**config.mk**
```make
export PLATFORM = sky130hd
export DESIGN_NAME = x87_extended_float_compare_flat
export DESIGN_NICKNAME = d
export VERILOG_FILES = /design/src/hdl/x87fc_pkg.sv /design/src/hdl/x87fc_stream_if.sv /design/src/hdl/x87_extended_float_compare.sv /design/src/flat_wrapper.sv
export SDC_FILE = /design/constraint.sdc
export NUM_CORES = 1
export LEC_CHECK = 0
export BUFFER_PORTS_ARGS = -buffer_cell sky130_fd_sc_hd__buf_2
export CAP_MARGIN = 0
export CORE_MARGIN = 1.5
export CORE_UTILIZATION = 42
export CTS_BUF_LIST = sky130_fd_sc_hd__clkbuf_4 sky130_fd_sc_hd__clkbuf_8
export CTS_CLUSTER_SIZE = 14
export DETAILED_ROUTE_END_ITERATION = 10
export GPL_ROUTABILITY_DRIVEN = 0
export PLACE_DENSITY = 0.66
export SLEW_MARGIN = 20
export SYNTH_ARGS = -nofsm -noshare
export SYNTH_HDL_FRONTEND = slang
export SYNTH_SLANG_ARGS = --single-unit
```
**constraint.sdc**
```tcl
create_clock -name clk -period 4.75 [get_ports clk]
set_input_delay 0.2375 -clock clk [delete_from_list [all_inputs] [get_ports clk]]
set_output_delay 0.2375 -clock clk [all_outputs]
set_load 0.02 [all_outputs]
```
**src/hdl/x87fc_pkg.sv**
```systemverilog
// ----------------------------------------------------------------------------
// x87fc_pkg
// Types and constants shared by the extended-precision compare block.
// ----------------------------------------------------------------------------
`default_nettype none
package x87fc_pkg;

  localparam int unsigned ExpW = 15;
  localparam int unsigned SigW = 64;
  localparam logic [ExpW-1:0] ExpMax = 15'h7fff;

  typedef enum logic [2:0] {
    OP_FCOM    = 3'd0,
    OP_FCOMP   = 3'd1,
    OP_FCOMPP  = 3'd2,
    OP_FUCOM   = 3'd3,
    OP_FUCOMP  = 3'd4,
    OP_FUCOMPP = 3'd5,
    OP_FCOM_M  = 3'd6,
    OP_UNUSED  = 3'd7
  } opcode_t;

  localparam logic [2:0] CC_GREATER   = 3'd0;
  localparam logic [2:0] CC_LESS      = 3'd1;
  localparam logic [2:0] CC_EQUAL     = 3'd4;
  localparam logic [2:0] CC_UNORDERED = 3'd7;

  localparam logic [0:0] REG_INVALID_MASK  = 1'b0;
  localparam logic [0:0] REG_DENORMAL_MASK = 1'b1;

  typedef enum logic [2:0] {
    CL_ZERO, CL_DENORM, CL_NORMAL, CL_INF, CL_NAN
  } fclass_t;

  typedef struct packed {
    logic [2:0]  opcode;
    logic [2:0]  reg_index;
    logic [15:0] a_sign_exp;
    logic [63:0] a_mantissa;
    logic [15:0] b_sign_exp;
    logic [63:0] b_mantissa;
    logic        a_empty;
    logic        b_empty;
  } cmp_in_t;

  typedef struct packed {
    logic [2:0] cond_codes;
    logic       cc_write;
    logic       invalid_flag;
    logic       denormal_flag;
    logic       stack_fault;
    logic       illegal_op;
    logic [1:0] pop_count;
  } cmp_out_t;

endpackage
`default_nettype wire

```
**src/hdl/x87fc_stream_if.sv**
```systemverilog
// ----------------------------------------------------------------------------
// x87fc_stream_if
// Valid/ready channel carrying one payload item per transfer.
// ----------------------------------------------------------------------------
`default_nettype none
interface x87fc_stream_if #(
  parameter type payload_t = logic
);
  logic     valid;
  logic     ready;
  payload_t data;

  modport source (output valid, output data, input ready);
  modport sink   (input valid, input data, output ready);
endinterface
`default_nettype wire

```
**src/hdl/x87_extended_float_compare.sv**
```systemverilog
// ----------------------------------------------------------------------------
// x87_extended_float_compare
// Executes one x87 compare (FCOM/FUCOM family) on two 80-bit operands.
//
// Channels: in_ch (sink) takes one x87fc_pkg::cmp_in_t per transfer; out_ch
// (source) gives one x87fc_pkg::cmp_out_t per transfer, in order.
// Configuration: cfg_we/cfg_index/cfg_data write the invalid and denormal
// mask bits (index 0 and 1); write them only while the block is empty.
// Throughput: one item per cycle unless the output stalls; the three register
// stages (classify, magnitude compare, result merge) each advance together.
// Stall: while out_ch.valid is high and out_ch.ready is low the whole pipeline
// holds and in_ch.ready drops with it, so nothing is lost or repeated; empty
// stages ahead of the output do not close up during the stall.
// Reset: clears all stage valid bits and sets both mask bits to 1.
// ----------------------------------------------------------------------------
`default_nettype none
module x87_extended_float_compare (
  input  wire logic clk,
  input  wire logic rst,
  x87fc_stream_if.sink   in_ch,
  x87fc_stream_if.source out_ch,
  input  wire logic       cfg_we,
  input  wire logic [0:0] cfg_index,
  input  wire logic [0:0] cfg_data
);
  import x87fc_pkg::*;

  typedef struct packed {
    logic        ill;
    logic        fucom;
    logic [1:0]  pops;
    logic        sf;
    logic        asig, bsig;
    fclass_t     ac, bc;
    logic        as_, bs;
    logic [ExpW-1:0] ea, eb;
    logic [SigW-1:0] am, bm;
  } s1_t;

  typedef struct packed {
    logic        ill;
    logic        fucom;
    logic [1:0]  pops;
    logic        sf;
    logic        asig, bsig;
    fclass_t     ac, bc;
    logic        as_, bs;
    logic        exp_gt, exp_eq, sig_gt, sig_eq;
  } s2_t;

  logic inv_mask, den_mask;

  logic     v1, v2, v3;
  s1_t      s1;
  s2_t      s2;
  cmp_out_t s3;
  logic     adv;

  assign adv          = out_ch.ready || !v3;
  assign in_ch.ready  = adv;
  assign out_ch.valid = v3;
  assign out_ch.data  = s3;

  function automatic fclass_t classify(input logic [ExpW-1:0] ex,
                                       input logic [SigW-1:0] m,
                                       output logic sig);
    fclass_t c;
    sig = 1'b0;
    if (ex == '0) begin
      c = (m == '0) ? CL_ZERO : CL_DENORM;
    end else if (!m[SigW-1]) begin
      sig = 1'b1;
      c   = CL_NAN;
    end else if (ex == ExpMax) begin
      if (m[SigW-2:0] == '0) begin
        c = CL_INF;
      end else begin
        sig = !m[SigW-2];
        c   = CL_NAN;
      end
    end else begin
      c = CL_NORMAL;
    end
    return c;
  endfunction

  always_ff @(posedge clk) begin
    if (rst) begin
      inv_mask <= 1'b1;
      den_mask <= 1'b1;
    end else if (cfg_we) begin
      case (cfg_index)
        REG_INVALID_MASK:  inv_mask <= cfg_data[0];
        REG_DENORMAL_MASK: den_mask <= cfg_data[0];
        default: ;
      endcase
    end
  end

  s1_t s1_next;
  always_comb begin
    cmp_in_t   d;
    opcode_t   op;
    logic [ExpW-1:0] aex, bex;
    logic      asg, bsg;
    d   = in_ch.data;
    op  = opcode_t'(d.opcode);
    aex = d.a_sign_exp[ExpW-1:0];
    bex = d.b_sign_exp[ExpW-1:0];
    s1_next.ill   = (op == OP_UNUSED) ||
                    ((op == OP_FCOMPP || op == OP_FUCOMPP) && d.reg_index != 3'd1);
    s1_next.fucom = (op == OP_FUCOM || op == OP_FUCOMP || op == OP_FUCOMPP);
    case (op)
      OP_FCOMP, OP_FUCOMP:   s1_next.pops = 2'd1;
      OP_FCOMPP, OP_FUCOMPP: s1_next.pops = 2'd2;
      default:               s1_next.pops = 2'd0;
    endcase
    s1_next.sf   = d.a_empty || (d.b_empty && op != OP_FCOM_M);
    s1_next.ac   = classify(aex, d.a_mantissa, asg);
    s1_next.bc   = classify(bex, d.b_mantissa, bsg);
    s1_next.asig = asg;
    s1_next.bsig = bsg;
    s1_next.as_  = d.a_sign_exp[15];
    s1_next.bs   = d.b_sign_exp[15];
    s1_next.ea   = (aex == '0) ? ExpW'(1) : aex;
    s1_next.eb   = (bex == '0) ? ExpW'(1) : bex;
    s1_next.am   = d.a_mantissa;
    s1_next.bm   = d.b_mantissa;
  end

  cmp_out_t s3_next;
  always_comb begin
    logic inv, den, mag_gt, mag_eq;
    logic [2:0] cc;
    inv = 1'b0;
    den = 1'b0;
    cc  = CC_GREATER;
    mag_gt = s2.exp_gt || (s2.exp_eq && s2.sig_gt);
    mag_eq = s2.exp_eq && s2.sig_eq;
    if (s2.sf) begin
      cc  = CC_UNORDERED;
      inv = 1'b1;
    end else if (s2.ac == CL_NAN || s2.bc == CL_NAN) begin
      cc  = CC_UNORDERED;
      inv = s2.fucom ? (s2.asig || s2.bsig) : 1'b1;
    end else begin
      if (s2.ac == CL_ZERO && s2.bc == CL_ZERO) begin
        cc = CC_EQUAL;
      end else if (s2.as_ != s2.bs) begin
        cc = s2.as_ ? CC_LESS : CC_GREATER;
      end else if (mag_eq) begin
        cc = CC_EQUAL;
      end else begin
        cc = (mag_gt ^ s2.as_) ? CC_GREATER : CC_LESS;
      end
      den = (s2.ac == CL_DENORM) || (s2.bc == CL_DENORM);
    end
    s3_next.cond_codes    = s2.ill ? CC_GREATER : cc;
    s3_next.cc_write      = !s2.ill;
    s3_next.invalid_flag  = !s2.ill && inv;
    s3_next.denormal_flag = !s2.ill && den;
    s3_next.stack_fault   = !s2.ill && s2.sf;
    s3_next.illegal_op    = s2.ill;
    s3_next.pop_count     = (s2.ill || (inv && !inv_mask) || (den && !den_mask)) ?
                            2'd0 : s2.pops;
  end

  always_ff @(posedge clk) begin
    if (rst) begin
      v1 <= 1'b0;
      v2 <= 1'b0;
      v3 <= 1'b0;
    end else if (adv) begin
      v1 <= in_ch.valid;
      v2 <= v1;
      v3 <= v2;
    end
  end

  always_ff @(posedge clk) begin
    if (adv) begin
      s1 <= s1_next;
      s2.ill    <= s1.ill;
      s2.fucom  <= s1.fucom;
      s2.pops   <= s1.pops;
      s2.sf     <= s1.sf;
      s2.asig   <= s1.asig;
      s2.bsig   <= s1.bsig;
      s2.ac     <= s1.ac;
      s2.bc     <= s1.bc;
      s2.as_    <= s1.as_;
      s2.bs     <= s1.bs;
      s2.exp_gt <= s1.ea > s1.eb;
      s2.exp_eq <= s1.ea == s1.eb;
      s2.sig_gt <= s1.am > s1.bm;
      s2.sig_eq <= s1.am == s1.bm;
      s3 <= s3_next;
    end
  end

endmodule
`default_nettype wire

```
**src/flat_wrapper.sv**
```systemverilog
// flat-port wrapper written by rule: the top's interface ports become plain ports
module x87_extended_float_compare_flat import x87fc_pkg::*;
  (clk, rst, cfg_we, cfg_index, cfg_data, in_ch_valid, in_ch_data, in_ch_ready, out_ch_valid, out_ch_data, out_ch_ready);
  x87fc_stream_if #(.payload_t(cmp_in_t)) in_ch_i ();
  x87fc_stream_if #(.payload_t(cmp_out_t)) out_ch_i ();
  input  wire logic clk;
  input  wire logic rst;
  input  wire logic cfg_we;
  input  wire logic [0:0] cfg_index;
  input  wire logic [0:0] cfg_data;
  input wire logic [$bits(in_ch_i.valid)-1:0] in_ch_valid;
  input wire logic [$bits(in_ch_i.data)-1:0] in_ch_data;
  output wire logic [$bits(in_ch_i.ready)-1:0] in_ch_ready;
  output wire logic [$bits(out_ch_i.valid)-1:0] out_ch_valid;
  output wire logic [$bits(out_ch_i.data)-1:0] out_ch_data;
  input wire logic [$bits(out_ch_i.ready)-1:0] out_ch_ready;
  assign in_ch_i.valid = in_ch_valid;
  assign in_ch_i.data = in_ch_data;
  assign in_ch_ready = in_ch_i.ready;
  assign out_ch_valid = out_ch_i.valid;
  assign out_ch_data = out_ch_i.data;
  assign out_ch_i.ready = out_ch_ready;
  x87_extended_float_compare u_core (.clk(clk), .rst(rst), .in_ch(in_ch_i), .out_ch(out_ch_i), .cfg_we(cfg_we), .cfg_index(cfg_index), .cfg_data(cfg_data));
endmodule
```
Word-level counts from Yosys, hierarchy flattened
Cells that the tools add are included.

$lt $le $gt $ge: 2. Eq/ne operators: 17. Muxes and demuxes: 29. Bitwise gates (word level): 2. Reductions and logical operators: 40.

Operators by type and width (count): 64-bit logical NOT (2); 63-bit logical NOT (2); 64-bit == test (1); 64-bit greater-than comparator (1); 3-bit 2-to-1 mux (13); 15-bit == test, second input constant (2); 15-bit logical NOT (2); 15-bit == test (1); 3-bit == test, second input constant (5); 15-bit greater-than comparator (1); 1-bit 2-to-1 mux (15); 1-bit logical OR (12); 1-bit logical AND (10); 3-bit by 1-bit == test with 1-bit output, second input constant (3); 3-bit by 2-bit == test with 1-bit output, second input constant (2); 1-bit logical NOT (6); 3-bit logical NOT (2); 2-bit one-hot mux with 2 select lines (1); 2-bit AND reduction (2); 2-bit OR reduction (2); 3-bit by 1-bit != test with 1-bit output, second input constant (1); 3-bit != test, second input constant (1); 1-bit != test (1); 1-bit inverter (1); 1-bit bitwise XOR (1).

Flip-flop bits (word level): 207. Bits of input ports: 175. Output and inout bits: 12. Word-level logic and storage cells: 130.

Longest topological paths before layout
Depth in word-level cells: 9. Gate-level depth with buffers: 8. Depth with buffers taken out: 8.

Least setup slack after synthesis
OpenSTA, ideal clock, no wires.

Path type: reg-to-reg. Start point: register u_core.v3, in the netlist u_core.out_ch.valid. End point: register u_core.s3 (netlist bit u_core.out_ch.data[0]) (enable). Data arrival time: 4.598 ns. Required time: 4.188 ns. Path slack: -0.409 ns. Stages on the path, launching flop included: 3. Buffers on the path: 0. Clock period less this slack: 5.159 ns. Cell sequence: dfxtp_1 -> nor2b_1 -> inv_1.

Word-level cells in the longest chain between the ends: 2.

RTL lines: start, declared (line x87_extended_float_compare.sv:53) `logic v1, v2, v3;`; start signal, assigned (line x87_extended_float_compare.sv:176) `v3 <= v2;`; 1-bit logical NOT (line x87_extended_float_compare.sv:59) `assign adv = out_ch.ready || !v3;`; 1-bit logical OR (line x87_extended_float_compare.sv:59); via in_ch_ready (line flat_wrapper.sv:13) `output wire logic [$bits(in_ch_i.ready)-1:0] in_ch_ready;`; end signal, assigned (line x87_extended_float_compare.sv:197) `s3 <= s3_next;`; end, declared (line x87_extended_float_compare.sv:56) `cmp_out_t s3;`.

The timed path passes the listed nets, and every way through them passes these cells. A chain may end at the register's enable or synchronous reset.

Worst setup path after layout
Start point: register u_core.v3, in the netlist u_core.out_ch.valid. End point: output in_ch_ready.

Word-level cells in the longest chain between the ends: 2.

RTL lines (line): 1-bit logical NOT (x87_extended_float_compare.sv:59); 1-bit logical OR (x87_extended_float_compare.sv:59); end, declared (flat_wrapper.sv:13).

Every way passes these cells.

==> reports/results.tsv <==
metric	value	unit
dp_hpwl	14.6	mm
synth.top_cells.by_area	edfxtp_1, ha_1, inv_1, nor4_1, a21oi_1	
drc	0	
overflow	0	
end_kind	output port	
grtUsageMet1	25.4	%
clk_latency	0.51	ns
synth.largest_area_cell	edfxtp_1	
synth_top_area_share	65.9	%
critPathMaxFanout	205	
fin_skew	0.0210	ns
finalSetupViolCount	0	
whs	0.0321	ns
drt_iter0_drc	345	
worst_slew_pin_slew	1.14	ns
cts_tree	built	
wirelength	22.9	mm
crit_arrival	2.27	ns
drive_gt1_share	24.4	%
fmax	398	MHz
worstPathRequired	4.51	ns
setup-tns-final	0	ns
grt.total_usage	20.3	%
areaGrowthSynthToFinish	38.1	%
grt_pass1_wl	34.9	mm
dieArea	0.0228	mm^2
hold_path_class	input pin to flop	
cts_buffers	36	
p_leak	0.00555	uW
drt-wirelength-per-cell	17.3	um
finalHoldViolations	0	
synth.most_common_cell	edfxtp_1	
viasPerCell	4.99	
rsz0062_at_grt	false	
io_buffers	186	
fin_util	59.8	%
ioPinCount	187	
clk_pin_slew	0.06	ns
layout.nets	1279	
antenna_found_initial	0	
cts_max_level	2	
start_util	43.3	%
drtAntennaViolNets	0	
cts.sinks	207	
grt.busiest_layer	met2	
synth_edf_count	202	
yosysWarnings	0	
slew_viol_final	0	
outcome	complete, no violations	
start_kind	flop	
setup_ws	2.24	ns
finalCriticalPeriod	2.51	ns
slew_headroom	24.1	%
avgSynthCellArea	13.9	um^2
grt_pass1_vias	6889	
numPlacedInstances	1097	
rows	53	
yosys-top-cells-count	edfxtp_1, inv_1, ha_1	
syn_area	0.00921	mm^2
met3_usage	4.70	%
clock_path_buffers	3	
grt_use_met2	34.3	%
cts-root-buf	clkbuf_8	
synth_nets	919	
first_pass_iters	4	
die_x	151	um
dpl_worst_slack	2.46	ns
async_flop_share	0	%
synthFlopType	edfxtp_1	
core_area	0.0213	mm^2
grt_max_degree	206	
p_per_area	332	mW/mm^2
synth_cells	665	
fin_cells	1323	
ys_seq_area_share	66.9	%
ys_ff_latch	207	
n_antenna_cell	0	
synth.distinct_cells	49	
ir_worst_vdd	0.191	mV
maxCapViolCount	0	
finalCritPeriodShare	52.9	%
dieHeight	151	um
crit_type	flop to output port	
routed-via-count	6599	
==> final timing paths <==
| check | cells past startpoint | slack [ns] | to | startpoint |
|---|---|---|---|---|
| hold / removal | 3 | 0.03 | u_core.s1[168] | in_ch_data[0] |
| setup reg to reg | 6 | 2.41 | u_core.s2[1] | u_core.s1[89] |
| hold reg to reg | 0 | 0.41 | u_core.s2[13] | u_core.s1[167] |
| setup / recovery | 4 | 2.24 | in_ch_ready | u_core.out_ch.valid |
==> stage by stage <==
stage,instance area (um^2),power (uW)
2_1_floorplan,9220,2410
3_3_place_gp,10400,2570
3_5_place_dp,10400,2580
4_1_cts,12700,4250
5_1_grt,12700,4420
6_report,12700,4220
==> where the power goes <==
part | internal (uW) | leakage (uW) | switching (uW)
Combinational | 249 | 0.00300 | 238
Clock | 856 | 0.000358 | 707
Sequential | 2140 | 0.00219 | 40.7
Total | 3240 | 0.00555 | 985
==> sequential cells by signal, summed over array words and instances (netlist names) <==
signal               flops
u_core.v2                1
u_core.out_ch.valid      1
u_core.inv_mask          1
u_core.v1                1
u_core.s1              173
u_core.out_ch.data      10
u_core.s2               19
u_core.den_mask          1
==> per-layer routing <==
metal	vias up	share of wire, %
li1	3214	-
met1	3103	43
met2	236	49
met3	46	6.0
met4	0	2.3
met5	-	0
==> layout make-up <==
cell class	count	area (um^2)
flip-flops and latches	207	6170
repair buffers	352	2600
clock buffers	46	583
multi-input cells	339	2600
clock inverters	15	92.6
well taps	275	344
inverters	89	338
fillers	1644	8560
==> kinds of logic after synthesis <==
group,count (synthesis),synth area share (%)
adder cells (fa/ha/maj),79,10.7
buffers and inverters,119,4.85
multiplexers,1,0.109
flip-flops,207,66.9
AND/OR/NAND/NOR,168,11.3
XOR/XNOR,2,0.190
AO/OA/AOI/OAI,89,5.90
==> critical path, stage by stage (launching register included) <==
cell and delay [ns]:
dfxtp_1 0.30, nor2b_1 0.18, clkinvlp_4 0.10, buf_12 0.64, buf_2 0.32
==> what timing repair did <==
| action | CTS | global route |
|---|---|---|
| hold endpoints to repair | 165 | 0 |
| hold buffers | 165 | 0 |
| gates resized for setup | 0 | 0 |
| buffers inserted | 0 | 0 |
==> cells in the final DEF, fill, tap and decap left out, drive strengths merged, types with 2 or more instances in the layout <==
master         n
edfxtp       202
buf          187
dlygate4sd3  165
inv           89
ha            79
clkbuf        46
nor4          41
a21oi         39
nand2         28
nand4         28
nor2          20
o21ai         20
clkinv        13
nor2b         12
nor3           9
nand3          9
a21o           8
nand2b         6
and2           5
dfxtp          5
o31ai          4
o211ai         3
and4           3
a221oi         3
or4            2
xnor2          2
a211oi         2
a21boi         2
nor3b          2
Power figures use the tool's default switching activity.
